File: config.mk
export PLATFORM = sky130hd
export DESIGN_NAME = ptp_slave_offset_delay
export DESIGN_NICKNAME = d
export VERILOG_FILES = /design/src/hw/rtl/ptp_sod_pkg.sv /design/src/hw/rtl/ptp_sod_collect.sv /design/src/hw/rtl/ptp_sod_arith.sv /design/src/hw/rtl/ptp_sod_emit.sv /design/src/hw/rtl/ptp_slave_offset_delay.sv
export SDC_FILE = /design/constraint.sdc
export NUM_CORES = 2
export LEC_CHECK = 0
export BUFFER_PORTS_ARGS = -buffer_cell sky130_fd_sc_hd__buf_2
export CORE_MARGIN = 2
export CORE_UTILIZATION = 63
export CTS_BUF_LIST = sky130_fd_sc_hd__clkbuf_4
export CTS_CLUSTER_DIAMETER = 200
export DETAILED_ROUTE_END_ITERATION = 10
export HOLD_SLACK_MARGIN = 0.15
export PLACE_DENSITY = 0.83
export SYNTH_ARGS = -nofsm -noshare
export SYNTH_HDL_FRONTEND = slang
export SYNTH_SLANG_ARGS = --single-unit
File: constraint.sdc
create_clock -name clk_i -period 21 [get_ports clk_i]
set_input_delay 4.2 -clock clk_i [delete_from_list [all_inputs] [get_ports clk_i]]
set_output_delay 4.2 -clock clk_i [all_outputs]
set_load 0.05 [all_outputs]
File: src/hw/rtl/ptp_sod_pkg.sv
`timescale 1ns / 1ps

package ptp_sod_pkg;

  localparam int SEQ_W  = 16;
  localparam int TIME_W = 63;
  localparam int DIFF_W = 64;

  localparam logic [SEQ_W-1:0] INTERVAL_RESET = 16'd100;

  localparam logic KIND_REQUEST = 1'b0;
  localparam logic KIND_MEASURE = 1'b1;

  typedef enum logic [2:0] {
    ACT_TICK       = 3'd0,
    ACT_SYNC       = 3'd1,
    ACT_FOLLOW_UP  = 3'd2,
    ACT_DELAY_RESP = 3'd3,
    ACT_OTHER      = 3'd4
  } action_e;

  typedef struct packed {
    logic              has_req;
    logic              has_meas;
    logic [SEQ_W-1:0]  req_seq;
    logic [TIME_W-1:0] req_time;
    logic [DIFF_W-1:0] ms;
    logic [DIFF_W-1:0] sm;
  } stamp_xfer_t;

  typedef struct packed {
    logic              has_req;
    logic              has_meas;
    logic [SEQ_W-1:0]  req_seq;
    logic [TIME_W-1:0] req_time;
    logic [DIFF_W-1:0] diff;
    logic [DIFF_W-1:0] sum;
  } meas_xfer_t;

endpackage

File: src/hw/rtl/ptp_sod_collect.sv
`timescale 1ns / 1ps

module ptp_sod_collect import ptp_sod_pkg::*; (
  input  logic              clk_i,
  input  logic              rst_ni,
  input  logic              cfg_wr_en_i,
  input  logic [SEQ_W-1:0]  cfg_wr_data_i,
  input  logic              in_valid_i,
  output logic              in_stall_o,
  input  logic [2:0]        action_i,
  input  logic [SEQ_W-1:0]  sequence_id_i,
  input  logic              two_step_i,
  input  logic [TIME_W-1:0] message_time_ns_i,
  input  logic [TIME_W-1:0] local_time_ns_i,
  input  logic              advance_i,
  output logic              xfer_valid_o,
  output stamp_xfer_t       xfer_o
);

  logic [SEQ_W-1:0]  interval_q;
  logic [SEQ_W-1:0]  sync_seq_q, sync_seq_d;
  logic [SEQ_W-1:0]  req_seq_q, req_seq_d;
  logic [SEQ_W-1:0]  tick_cnt_q, tick_cnt_d;
  logic [SEQ_W-1:0]  tick_inc;
  logic [3:0]        stamp_vld_q, stamp_vld_d, stamp_vld_upd;
  logic [TIME_W-1:0] t1_q, t1_d, t2_q, t2_d, t3_q, t3_d, t4_q, t4_d;
  logic              fire, complete, in_accept;
  logic              xfer_valid_q;
  stamp_xfer_t       xfer_q, xfer_d;

  assign in_stall_o = xfer_valid_q && !advance_i;
  assign in_accept  = in_valid_i && !in_stall_o;
  assign tick_inc   = tick_cnt_q + 1'b1;

  always_comb begin
    sync_seq_d    = sync_seq_q;
    req_seq_d     = req_seq_q;
    tick_cnt_d    = tick_cnt_q;
    stamp_vld_upd = stamp_vld_q;
    t1_d          = t1_q;
    t2_d          = t2_q;
    t3_d          = t3_q;
    t4_d          = t4_q;
    fire          = 1'b0;
    unique case (action_e'(action_i))
      ACT_TICK: begin
        fire = (tick_inc >= interval_q);
        if (fire) begin
          tick_cnt_d       = '0;
          req_seq_d        = req_seq_q + 1'b1;
          t3_d             = local_time_ns_i;
          stamp_vld_upd[2] = 1'b1;
        end else begin
          tick_cnt_d = tick_inc;
        end
      end
      ACT_SYNC: begin
        t2_d             = local_time_ns_i;
        stamp_vld_upd[1] = 1'b1;
        sync_seq_d       = sequence_id_i;
        if (!two_step_i) begin
          t1_d             = message_time_ns_i;
          stamp_vld_upd[0] = 1'b1;
        end
      end
      ACT_FOLLOW_UP: begin
        if (sequence_id_i == sync_seq_q) begin
          t1_d             = message_time_ns_i;
          stamp_vld_upd[0] = 1'b1;
        end
      end
      ACT_DELAY_RESP: begin
        if (sequence_id_i == req_seq_q) begin
          t4_d             = message_time_ns_i;
          stamp_vld_upd[3] = 1'b1;
        end
      end
      ACT_OTHER: ;
      default: ;
    endcase
    complete    = &stamp_vld_upd;
    stamp_vld_d = complete ? 4'b0000 : stamp_vld_upd;

    xfer_d.has_req  = fire;
    xfer_d.has_meas = complete;
    xfer_d.req_seq  = req_seq_d;
    xfer_d.req_time = local_time_ns_i;
    xfer_d.ms       = {1'b0, t2_d} - {1'b0, t1_d};
    xfer_d.sm       = {1'b0, t4_d} - {1'b0, t3_d};
  end

  always_ff @(posedge clk_i or negedge rst_ni) begin
    if (!rst_ni) begin
      interval_q   <= INTERVAL_RESET;
      sync_seq_q   <= '0;
      req_seq_q    <= '0;
      tick_cnt_q   <= '0;
      stamp_vld_q  <= '0;
      xfer_valid_q <= 1'b0;
    end else begin
      if (cfg_wr_en_i) begin
        interval_q <= cfg_wr_data_i;
      end
      if (in_accept) begin
        sync_seq_q   <= sync_seq_d;
        req_seq_q    <= req_seq_d;
        tick_cnt_q   <= tick_cnt_d;
        stamp_vld_q  <= stamp_vld_d;
        xfer_valid_q <= fire || complete;
      end else if (advance_i) begin
        xfer_valid_q <= 1'b0;
      end
    end
  end

  always_ff @(posedge clk_i) begin
    if (in_accept) begin
      t1_q   <= t1_d;
      t2_q   <= t2_d;
      t3_q   <= t3_d;
      t4_q   <= t4_d;
      xfer_q <= xfer_d;
    end
  end

  assign xfer_valid_o = xfer_valid_q;
  assign xfer_o       = xfer_q;

endmodule

File: src/hw/rtl/ptp_sod_arith.sv
`timescale 1ns / 1ps

module ptp_sod_arith import ptp_sod_pkg::*; (
  input  logic        clk_i,
  input  logic        rst_ni,
  input  logic        xfer_valid_i,
  input  stamp_xfer_t xfer_i,
  output logic        advance_o,
  input  logic        consume_i,
  output logic        meas_valid_o,
  output meas_xfer_t  meas_o
);

  logic       valid_q;
  meas_xfer_t meas_q, meas_d;

  assign advance_o = !valid_q || consume_i;

  always_comb begin
    meas_d.has_req  = xfer_i.has_req;
    meas_d.has_meas = xfer_i.has_meas;
    meas_d.req_seq  = xfer_i.req_seq;
    meas_d.req_time = xfer_i.req_time;
    meas_d.diff     = xfer_i.ms - xfer_i.sm;
    meas_d.sum      = xfer_i.ms + xfer_i.sm;
  end

  always_ff @(posedge clk_i or negedge rst_ni) begin
    if (!rst_ni) begin
      valid_q <= 1'b0;
    end else if (advance_o) begin
      valid_q <= xfer_valid_i;
    end
  end

  always_ff @(posedge clk_i) begin
    if (advance_o && xfer_valid_i) begin
      meas_q <= meas_d;
    end
  end

  assign meas_valid_o = valid_q;
  assign meas_o       = meas_q;

endmodule

File: src/hw/rtl/ptp_sod_emit.sv
`timescale 1ns / 1ps

module ptp_sod_emit import ptp_sod_pkg::*; (
  input  logic                     clk_i,
  input  logic                     rst_ni,
  input  logic                     meas_valid_i,
  input  meas_xfer_t               meas_i,
  output logic                     consume_o,
  output logic                     out_valid_o,
  input  logic                     out_stall_i,
  output logic                     kind_o,
  output logic signed [DIFF_W-1:0] offset_ns_o,
  output logic signed [DIFF_W-1:0] path_delay_ns_o,
  output logic [SEQ_W-1:0]         request_sequence_o,
  output logic [TIME_W-1:0]        request_time_ns_o,
  output logic                     last_o
);

  logic              out_valid_q;
  logic              req_done_q;
  logic              load, emit_req;
  logic [DIFF_W-1:0] diff_rnd, sum_rnd, off_half, dly_half;
  logic              kind_q;
  logic [DIFF_W-1:0] offset_q, delay_q;
  logic [SEQ_W-1:0]  req_seq_q;
  logic [TIME_W-1:0] req_time_q;
  logic              last_q;

  assign load      = meas_valid_i && (!out_valid_q || !out_stall_i);
  assign emit_req  = meas_i.has_req && !req_done_q;
  assign consume_o = load && !(emit_req && meas_i.has_meas);

  // halve toward zero: bias negative values by one before the arithmetic shift
  assign diff_rnd = meas_i.diff + DIFF_W'(meas_i.diff[DIFF_W-1]);
  assign sum_rnd  = meas_i.sum + DIFF_W'(meas_i.sum[DIFF_W-1]);
  assign off_half = {diff_rnd[DIFF_W-1], diff_rnd[DIFF_W-1:1]};
  assign dly_half = {sum_rnd[DIFF_W-1], sum_rnd[DIFF_W-1:1]};

  always_ff @(posedge clk_i or negedge rst_ni) begin
    if (!rst_ni) begin
      out_valid_q <= 1'b0;
      req_done_q  <= 1'b0;
    end else begin
      if (load) begin
        out_valid_q <= 1'b1;
        req_done_q  <= emit_req && meas_i.has_meas;
      end else if (!out_stall_i) begin
        out_valid_q <= 1'b0;
      end
    end
  end

  always_ff @(posedge clk_i) begin
    if (load) begin
      if (emit_req) begin
        kind_q     <= KIND_REQUEST;
        offset_q   <= '0;
        delay_q    <= '0;
        req_seq_q  <= meas_i.req_seq;
        req_time_q <= meas_i.req_time;
        last_q     <= !meas_i.has_meas;
      end else begin
        kind_q     <= KIND_MEASURE;
        offset_q   <= off_half;
        delay_q    <= dly_half;
        req_seq_q  <= '0;
        req_time_q <= '0;
        last_q     <= 1'b1;
      end
    end
  end

  assign out_valid_o        = out_valid_q;
  assign kind_o             = kind_q;
  assign offset_ns_o        = offset_q;
  assign path_delay_ns_o    = delay_q;
  assign request_sequence_o = req_seq_q;
  assign request_time_ns_o  = req_time_q;
  assign last_o             = last_q;

endmodule

File: src/hw/rtl/ptp_slave_offset_delay.sv
`timescale 1ns / 1ps
// Path: each result is registered in the collect, arith and emit stages in turn.
// Throughput: one transaction per cycle while in_stall_o is low; a tick that
// also completes a measurement yields two results from the single output register.
// Transactions that produce no result are dropped after the first stage.
// Reset: clears counters, sequence numbers and stamp flags; interval reloads to 100.

module ptp_slave_offset_delay import ptp_sod_pkg::*; (
  input  logic                     clk_i,
  input  logic                     rst_ni,
  input  logic                     cfg_wr_en_i,
  input  logic [SEQ_W-1:0]         cfg_wr_data_i,
  input  logic                     in_valid_i,
  output logic                     in_stall_o,
  input  logic [2:0]               action_i,
  input  logic [SEQ_W-1:0]         sequence_id_i,
  input  logic                     two_step_i,
  input  logic [TIME_W-1:0]        message_time_ns_i,
  input  logic [TIME_W-1:0]        local_time_ns_i,
  output logic                     out_valid_o,
  input  logic                     out_stall_i,
  output logic                     kind_o,
  output logic signed [DIFF_W-1:0] offset_ns_o,
  output logic signed [DIFF_W-1:0] path_delay_ns_o,
  output logic [SEQ_W-1:0]         request_sequence_o,
  output logic [TIME_W-1:0]        request_time_ns_o,
  output logic                     last_o
);

  logic        xfer_valid, advance, meas_valid, consume;
  stamp_xfer_t xfer;
  meas_xfer_t  meas;

  ptp_sod_collect u_collect (
    .clk_i             (clk_i),
    .rst_ni            (rst_ni),
    .cfg_wr_en_i       (cfg_wr_en_i),
    .cfg_wr_data_i     (cfg_wr_data_i),
    .in_valid_i        (in_valid_i),
    .in_stall_o        (in_stall_o),
    .action_i          (action_i),
    .sequence_id_i     (sequence_id_i),
    .two_step_i        (two_step_i),
    .message_time_ns_i (message_time_ns_i),
    .local_time_ns_i   (local_time_ns_i),
    .advance_i         (advance),
    .xfer_valid_o      (xfer_valid),
    .xfer_o            (xfer)
  );

  ptp_sod_arith u_arith (
    .clk_i        (clk_i),
    .rst_ni       (rst_ni),
    .xfer_valid_i (xfer_valid),
    .xfer_i       (xfer),
    .advance_o    (advance),
    .consume_i    (consume),
    .meas_valid_o (meas_valid),
    .meas_o       (meas)
  );

  ptp_sod_emit u_emit (
    .clk_i              (clk_i),
    .rst_ni             (rst_ni),
    .meas_valid_i       (meas_valid),
    .meas_i             (meas),
    .consume_o          (consume),
    .out_valid_o        (out_valid_o),
    .out_stall_i        (out_stall_i),
    .kind_o             (kind_o),
    .offset_ns_o        (offset_ns_o),
    .path_delay_ns_o    (path_delay_ns_o),
    .request_sequence_o (request_sequence_o),
    .request_time_ns_o  (request_time_ns_o),
    .last_o             (last_o)
  );

endmodule
==> flow_summary.ini <==
[logic_synthesis]
synth_area_sq_um = 50670
ys_seq_elements = 948
synthesis.nets = 4848
synth_cells = 4435
ys_warn_count = 0
synth-edff-count = 876
seq_area_frac_synth_pct = 55.48
synth-async-reset-ratio_pct = 7.595
ys_types = 97
syn_avg_cell_area_sq_um = 11.42
synth_flop_cell = edfxtp_1

[timing]
setup_viol = 0
min_period_ps = 9549
clock_skew_ps = 90.43
min_period_over_period_pct = 45.47
grt_setup_unrepaired = false
max_freq_ghz = 0.1047
drv_slew = 0
tightest_slew_ps = 988.0
final_hold_viol_count = 0
relSlewSlack_pct = 34.13
tns_ps = 0
worst_slack_ps = 11450

[drt]
routedWlPerCell_um = 19.61
via_per_inst = 5.790
ant_nets = 0
vias = 35760
drt_pre_antenna_iters = 6
drt_wl_total_mm = 121.1
route.detailed.drc = 0
drt_iter0_drc = 4045

[worst_setup_path]
crit_path_end_kind = output pin
rr_worst_depth = 31
cp_max_fo = 3
slowest_delay_ps = 440
cp_slowest_cell = a21boi_0
startpoint_type = primary input
path_cells = buf_2, nand2_1, a21boi_0, nand2_1, inv_1, buf_2
crit_required_ps = 16800
worstPathArrival_ps = 5350
crit_type = in2out

[min_path]
whs_path_depth = 0
hold_class = reg2reg

[floorplanning]
die_y_um = 287.6
fp-row-count = 104
start_util_pct = 63.32
die_x_um = 287.6
ioPinCount = 378
coreArea_sq_um = 80030
dieArea_sq_um = 82710

[global_routing]
grt_max_degree = 166
antenna_found_initial = 21
overflow = 0
grt_use_total_pct = 29.09
grt_pass1_wl_mm = 186.4
grt_pass1_vias = 34060

[finish]
areaGrowthSynthToFinish_pct = 11.65
drive_gt1_share_pct = 18.46
fin_nets = 5334

[outcome]
status = finished clean

[cts]
path_clk_slew_ps = 60
htreeDepth = 4
hold_buffers = 0
numCtsBuffers = 228
clock_sinks = 948
cts_tree = yes
clock_path_buffers = 3
post_cts_buffers = 0
cts.repair.resized = 0
cts_root_buffer = clkbuf_4
clk_latency_ps = 1100

[pwr]
power.density_nw_per_um2 = 88.36
peakVddDrop_mv = 0.07192
p_leak_nw = 23.32

[placement]
routabilityCongestion = 0.9105
port_buffers = 377
dp_slack_ps = 10500
dp_hpwl_mm = 89.48

[flow_run]
max_cap_viol_count = 0
layout by cell type (no fill, tap or decap), types with 35 or more instances in the layout:
cell type / count
edfxtp_1: 876
ha_1: 242
mux2i_1: 112
and3_1: 53
nand2_1: 347
or3_1: 35
clkbuf_4: 344
mux2_2: 101
xnor2_1: 240
nor2b_1: 36
dfrtp_1: 69
clkinv_1: 43
nand3_1: 102
o21ai_0: 213
xor2_1: 178
a21o_1: 75
nor3_1: 45
o21bai_1: 62
a21oi_1: 259
and2_1: 109
nand4_1: 47
buf_2: 377
nand2b_1: 50
nor2_1: 366
inv_1: 327
where the power goes:
group          leakage (nW)  internal, W  switching, W
sequential             9.19      0.00224     0.0000554
clock                  1.79     0.000800      0.000736
combinational          12.3     0.000450      0.000716
flip-flops by register name, summed over array words and instances, names as in the netlist, 63 cells and up:
| signal | flops |
|---|---|
| u_collect.t1_q | 63 |
| u_emit.offset_ns_o | 63 |
| u_collect.t3_q | 63 |
| u_arith.meas_o | 208 |
| u_emit.request_time_ns_o | 63 |
| u_collect.xfer_o | 209 |
| u_emit.path_delay_ns_o | 63 |
| u_collect.t2_q | 63 |
| u_collect.t4_q | 63 |
routing by layer:
metal  track usage [%]  share of wire (%)
met3             5.967                8.9
met5                 0              0.079
met4             10.14                2.5
met1             43.12                 45
met2             42.78                 44
critical path: cells and delay by family:
family,cells,cell delay (ps)
buffers and inverters,3,440
AO/OA/AOI/OAI,1,440
AND/OR/NAND/NOR,2,260
cells by family after synthesis:
group           synth area share, %
mux                           4.778
flops                         55.48
xor+xnor                      7.257
compound gates                10.12
buf+inv                       3.674
fa+ha+maj                     6.736
simple gates                  11.95
through the flow:
step / utilization (%) / cells / power, W / hold WS (ps) / cell area (sq um)
after global routing: 70.69 / 6174 / 0.005259 / 395.1 / 56570
final: 70.69 / 6176 / 0.004999 / 397.9 / 56570
after CTS: 70.65 / 6163 / 0.005012 / 384.7 / 56540
after floorplan: - / 4435 / 0.003179 / 400.3 / 50670
after detailed placement: 66.88 / 5751 / 0.003472 / 404.5 / 53520
after global placement: 66.88 / 5751 / 0.003447 / 400.2 / 53520
Yosys cell counts, types with 7 or more instances:
master / instances / share of area (%)
clkbuf_1: 115 / 0.85
edfxtp_1: 876 / 52
o21ai_0: 213 / 2.1
nor2_1: 367 / 2.7
xor2_1: 178 / 3.1
nor4_1: 19 / 0.23
mux2i_2: 8 / 0.22
buf_1: 11 / 0.081
dfrtp_1: 69 / 3.4
o31ai_1: 11 / 0.16
nor3_1: 45 / 0.44
a21oi_1: 261 / 2.6
o211ai_1: 16 / 0.24
a221oi_1: 8 / 0.14
nand4_1: 47 / 0.58
xnor2_1: 240 / 4.1
inv_1: 329 / 2.4
and3_1: 53 / 0.65
nor2b_1: 38 / 0.47
a31oi_1: 27 / 0.33
a21boi_0: 15 / 0.22
mux2i_1: 112 / 2.2
buf_2: 9 / 0.089
or3_1: 35 / 0.43
nand3_1: 102 / 1.0
and2_1: 110 / 1.4
o22ai_1: 7 / 0.086
a21o_1: 75 / 1.1
and4_1: 7 / 0.12
maj3_1: 26 / 0.51
or2_2: 9 / 0.11
nand2_1: 347 / 2.6
o21bai_1: 62 / 0.92
nand2b_1: 50 / 0.62
mux2_2: 101 / 2.2
o21a_1: 27 / 0.40
a211oi_1: 19 / 0.28
ha_1: 242 / 6.0
layout make-up:
class	instances	area (sq um)
clock inverters	68	436.7
flip-flops and latches	948	28110
fillers	5755	23450
repair buffers	400	2072
multi-input cells	3009	20740
clock buffers	344	2582
inverters	334	1269
diodes	13	32.53
well taps	1060	1326
path summary, 6_finish.rpt:
path                                         start                       end  slack, ps
setup / recovery                       out_stall_i                in_stall_o      11450
hold / removal               u_collect.xfer_o[129]       u_arith.meas_o[129]        400
setup reg to reg           u_collect.tick_cnt_q[0]      u_collect.xfer_o[62]      12760
hold reg to reg              u_collect.xfer_o[129]       u_arith.meas_o[129]        400
max in group asynchronous                   rst_ni        u_emit.out_valid_o      17040
min in group asynchronous                   rst_ni  u_collect.interval_q[10]       3350
Power figures use the tool's default switching activity.
